### config.mk
export PLATFORM = sky130hd
export DESIGN_NAME = nrwrp_ram
export DESIGN_NICKNAME = d
export VERILOG_FILES = /design/src/hdl/nrwrp_ram.sv
export SDC_FILE = /design/constraint.sdc
export NUM_CORES = 2
export LEC_CHECK = 0
export BUFFER_PORTS_ARGS = -buffer_cell sky130_fd_sc_hd__clkbuf_2
export CAP_MARGIN = 20
export CELL_PAD_IN_SITES_DETAIL_PLACEMENT = 1
export CELL_PAD_IN_SITES_GLOBAL_PLACEMENT = 1
export CORE_UTILIZATION = 56
export DETAILED_ROUTE_END_ITERATION = 8
export PLACE_DENSITY_LB_ADDON = 0.1
export SLEW_MARGIN = 20
export SYNTH_ARGS = -nofsm -noshare
export SYNTH_HDL_FRONTEND = slang
export SYNTH_SLANG_ARGS = --single-unit
### constraint.sdc
create_clock -name aclk -period 2.6 [get_ports aclk]
set_input_delay 0.39 -clock aclk [delete_from_list [all_inputs] [get_ports aclk]]
set_output_delay 0.39 -clock aclk [all_outputs]
set_load 0.1 [all_outputs]
### src/hdl/nrwrp_ram.sv
// ---------------------------------------------------------------------------
// nrwrp_ram
// Simple dual-port RAM: one write port, one read port with registered data.
// ---------------------------------------------------------------------------
`timescale 1ns / 1ps
`default_nettype none

module nrwrp_ram #(
    parameter int unsigned WIDTH = 8,
    parameter int unsigned DEPTH = 256
) (
    input  wire logic                     aclk,
    input  wire logic                     wr_en,
    input  wire logic [$clog2(DEPTH)-1:0] wr_addr,
    input  wire logic [WIDTH-1:0]         wr_data,
    input  wire logic [$clog2(DEPTH)-1:0] rd_addr,
    output logic      [WIDTH-1:0]         rd_data
);

    logic [WIDTH-1:0] ram_reg [DEPTH];
    logic [WIDTH-1:0] rd_data_reg;

    always_ff @(posedge aclk) begin
        if (wr_en) begin
            ram_reg[wr_addr] <= wr_data;
        end
        rd_data_reg <= ram_reg[rd_addr];
    end

    assign rd_data = rd_data_reg;

endmodule

`default_nettype wire

==> Word level (Yosys, flattened, before mapping) <==
Memory sizes are Yosys's and may differ from the RTL's. A register that Yosys moved wholly into a read port is not among the register bits.
Cells that the tools add are included.
W data, S select, Z words.
{ "totals": {"reg_bits": 0, "latchBits": 0, "ramBits": 2048, "rom_bits": 0, "in_bits": 26, "out_inout_bits": 8, "word_cells": 3, "mem_count": 1} }
{ "classes": {"addsub": 0, "n_mul": 0, "div_mod_pow": 0, "magnitude_cmp": 0, "n_eq_ne": 0, "shift": 0, "mux": 2, "bitwise": 0, "reduce_logical": 0} }
{ "memory_table": {"columns": ["name", "words", "width", "read_ports", "rd_ports_with_merged_regs", "wr", "line_no", "rtl"], "rows": [
  ["ram_reg", 256, 8, 1, 1, 1, "20", "logic [WIDTH-1:0] ram_reg [DEPTH];"]
]} }
{ "op_table": {"columns": ["cell", "count"], "rows": [
  ["$mux W1", 2]
]} }

==> Logic depth before layout (Yosys ltp) <==
{ "depth": {"word_depth": 2, "mapped_depth": 11, "depth_no_buf": 6} }

==> Worst setup path before layout <==
No wires, ideal clock.
{ "synth_path": {"path_kind": "in2reg", "startpoint": "input rd_addr[0]", "endpoint": "register rd_data_reg[2] (netlist: rd_data[2]), read port of ram_reg", "setup_ns": 0.131, "arrival_time_ns": 2.197, "required_ns": 2.469, "path_slack_ns": 0.272, "stages": 9, "n_path_buf": 4, "path_cell_list": "buf_6 > buf_12 > buf_8 > buf_2 > mux4_2 > a22oi_1 > a21oi_1 > nor4_1 > nor4_2"} }
{ "synth_lines": {"columns": ["element", "line_no", "rtl"], "rows": [
  ["start: declaration", "16", "input wire logic [$clog2(DEPTH)-1:0] rd_addr,"],
  ["end: declaration", "21", "logic [WIDTH-1:0] rd_data_reg;"]
]} }

==> flow_summary.toml <==
[run_status]
status = "finished, violations left"
violations = "setup timing"

[floorplan]
num_io_pins = 34
fp-row-count = 137
initial_core_util = 0.567
die_h_um = 379
dieArea_mm2 = 0.144
core_mm2 = 0.140
die_x_um = 379

[sta]
max_clock_freq_mhz = 378
slew_viol_final = 0
hold_viol_final = 0
relSlewSlack = 0.406
rsz0062_at_grt = "false"
whs_ps = 130
period_needed_ps = 2640
finalSetupViolations = 4
skew_ps = 27.4
post-route-period-util = 1.02
worstMarginPinSlew_ps = 891
setup_tns_ps = -136
fin_ws_ps = -44.5

[route]
dr.first_iter.drc_count = 5144
route.vias.total = 42300
maxUsedRoutingLayer = "met5"
met1_length_mm = 87.0
wl_met3_mm = 18.7
wirelength_mm = 223
wl_met2_mm = 109
vias_per_cell = 6.53
dr.pass1.iters = 5
drc = 0
wire_per_inst_um = 34.4
ant_nets = 0

[clock_tree]
htree_levels = 4
insertion_delay_ps = 820
clkTransAtPathRegs_ps = 60
cts_buffers = 202
cts_tree = "yes"
ctsLongestPathBuffers = 3
root_buffer = "clkbuf_16"
clkSinkCount = 2056

[worst_setup_path]
crit_fanout = 1
crit_type = "flip-flop to flip-flop"
r2r_cells = 7
reg2reg_slack_ps = -40
reg2reg_to = "rd_data[0]"
worstPathRequired_ps = 3310
cp.arrival_ps = 3350
endpoint = "rd_data[0]"
worstSetupStartpoint = "ram_reg[100][0]"
r2r_start = "ram_reg[100][0]"
cp-end-kind = "flip-flop"
start_kind = "flip-flop"

[global_routing]
antenna_found_initial = 10
grt_pass1_vias = 44600
grt_usage = 0.317
grt_pass1_wl_mm = 319
overflow = 0
grt_max_degree = 96

[cells_and_area]
stdcell_count = 6486
largest_reg_flops = 2048
final_nets = 4467
fillers = 11300
drive_above_1_share = 0.326
layout.core_utilization = 0.667
areaGrowthSynthToFinish_pct = 17.6

[power_and_ir_drop]
vdd_ir_drop_max_mv = 0.708
p_total_mw = 69.7
cellPowerDensity_mw_per_mm2 = 744
leakagePower_nw = 30.5

[place]
portBuffers = 33
numPlacedInstances = 6112
dp_hpwl_mm = 146
routabilityCongestion = 0.891

[synthesis]
syn_inst = 3733
synth.distinct_cells = 55
synth_edf_count = 2048
synth_top_cell_by_area = "edfxtp_1"
synth_area_leaders = "edfxtp_1 77%, mux4_2 13%, mux2i_1 1.7%"
syn_avg_cell_area_um2 = 21.3
synth.net_count = 3759
synth_top_area_frac = 0.773
yosys.cell_count.top_type = "edfxtp_1"
synth_seq_area_share = 0.775
synthTopCellsByCount = "2,048 x edfxtp_1, 454 x mux4_2, 282 x nor2_1"
yosysWarnings = 0
synthArstFlopShare = 0
ys_ff_latch = 2056
synth_top_flop_cell = "edfxtp_1"
synthesis.area_mm2 = 0.0796

[job]
maxCapViolCount = 0

[hold_path]
holdCritPathClass = "input port to flip-flop"
[through the flow]
stage	instance area, um2	worst slack (ps)
5_1_grt	93600	1.55
6_report	93600	-44.5
2_1_floorplan	79600	272
3_5_place_dp	87000	-962
3_3_place_gp	87000	-1200
4_1_cts	93600	16.5
[worst max-delay path, stage by stage, from the launching register on]
cell	delay [ps]
edfxtp_1	390
mux4_2	480
nor2b_1	160
a211oi_1	430
nor3_1	170
nor4_2	640
buf_4	220
nor4_2	40
[logic make-up after synthesis]
kind of cell / count (synthesis) / share of synthesized area
AOI/OAI and AO/OA: 385 / 0.0342
buffers and inverters: 235 / 0.0183
and+or+nand+nor: 466 / 0.0263
muxes: 591 / 0.146
DFF: 2056 / 0.775
[cell type report]
class	count	area (um2)	share of cell area
Sequential cell	2056	61700	0.659
Clock buffer	251	5350	0.0571
Timing Repair Buffer	737	6510	0.0696
Antenna cell	3	7.51	0.0000802
Inverter	2	7.51	0.0000802
Multi-Input combinational cell	1442	16600	0.177
Tap cell	1876	2350	0.0251
Clock inverter	119	1140	0.0122
[cells in the final DEF, fill, tap and decap left out, drive strengths merged, types with 6 or more instances in the layout]
cell / Yosys / routed
nand3: 34 / 34
nor4: 27 / 27
mux2i: 134 / 134
clkbuf: 111 / 280
a221oi: 14 / 14
bufinv: 0 / 21
a22o: 8 / 8
nor2b: 31 / 31
clkinvlp: 0 / 13
o211ai: 10 / 10
inv: 1 / 9
nor2: 282 / 282
and2: 6 / 6
a21oi: 96 / 96
o221ai: 47 / 47
nand4: 10 / 10
edfxtp: 2048 / 2048
o21ai: 12 / 12
mux4: 456 / 456
nand2b: 8 / 8
dfxtp: 8 / 8
nor3: 22 / 22
o22ai: 28 / 28
nand2: 33 / 33
buf: 122 / 707
clkinv: 1 / 78
a22oi: 133 / 133
a211oi: 16 / 16
[layer usage]
metal | global-route usage | up-vias
li1 | - | 17100
met2 | 0.507 | 2016
met5 | 0 | -
met1 | 0.439 | 22800
met3 | 0.0637 | 399
met4 | 0.114 | 8
[report_power, final]
| group | internal, mW | total, mW | switching, mW |
|---|---|---|---|
| clock | 16.6 | 28.9 | 12.3 |
| sequential | 36.5 | 36.6 | 0.0953 |
| combinational | 1.56 | 4.13 | 2.57 |
[worst min path at each step]
stage,cells after the start,from,slack (ps),to
5_1_grt,1,wr_data[6],140,ram_reg[161][6]
6_report,1,wr_data[5],130,ram_reg[168][5]
3_5_place_dp,1,wr_data[3],810,ram_reg[170][3]
4_1_cts,1,wr_data[6],120,ram_reg[130][6]
3_3_place_gp,1,wr_data[3],780,ram_reg[170][3]
2_1_floorplan,0,wr_data[0],490,ram_reg[0][0]
[repair_timing]
action                                  4_1_cts  5_1_grt
setup buffers                                 0        0
hold endpoints to repair                     19        0
cloned                                        0        0
hold buffers                                  1        0
gates resized for setup                       9        1
endpoints found under the setup margin        8        1
Note: power is estimated with default switching activity, not from simulation.
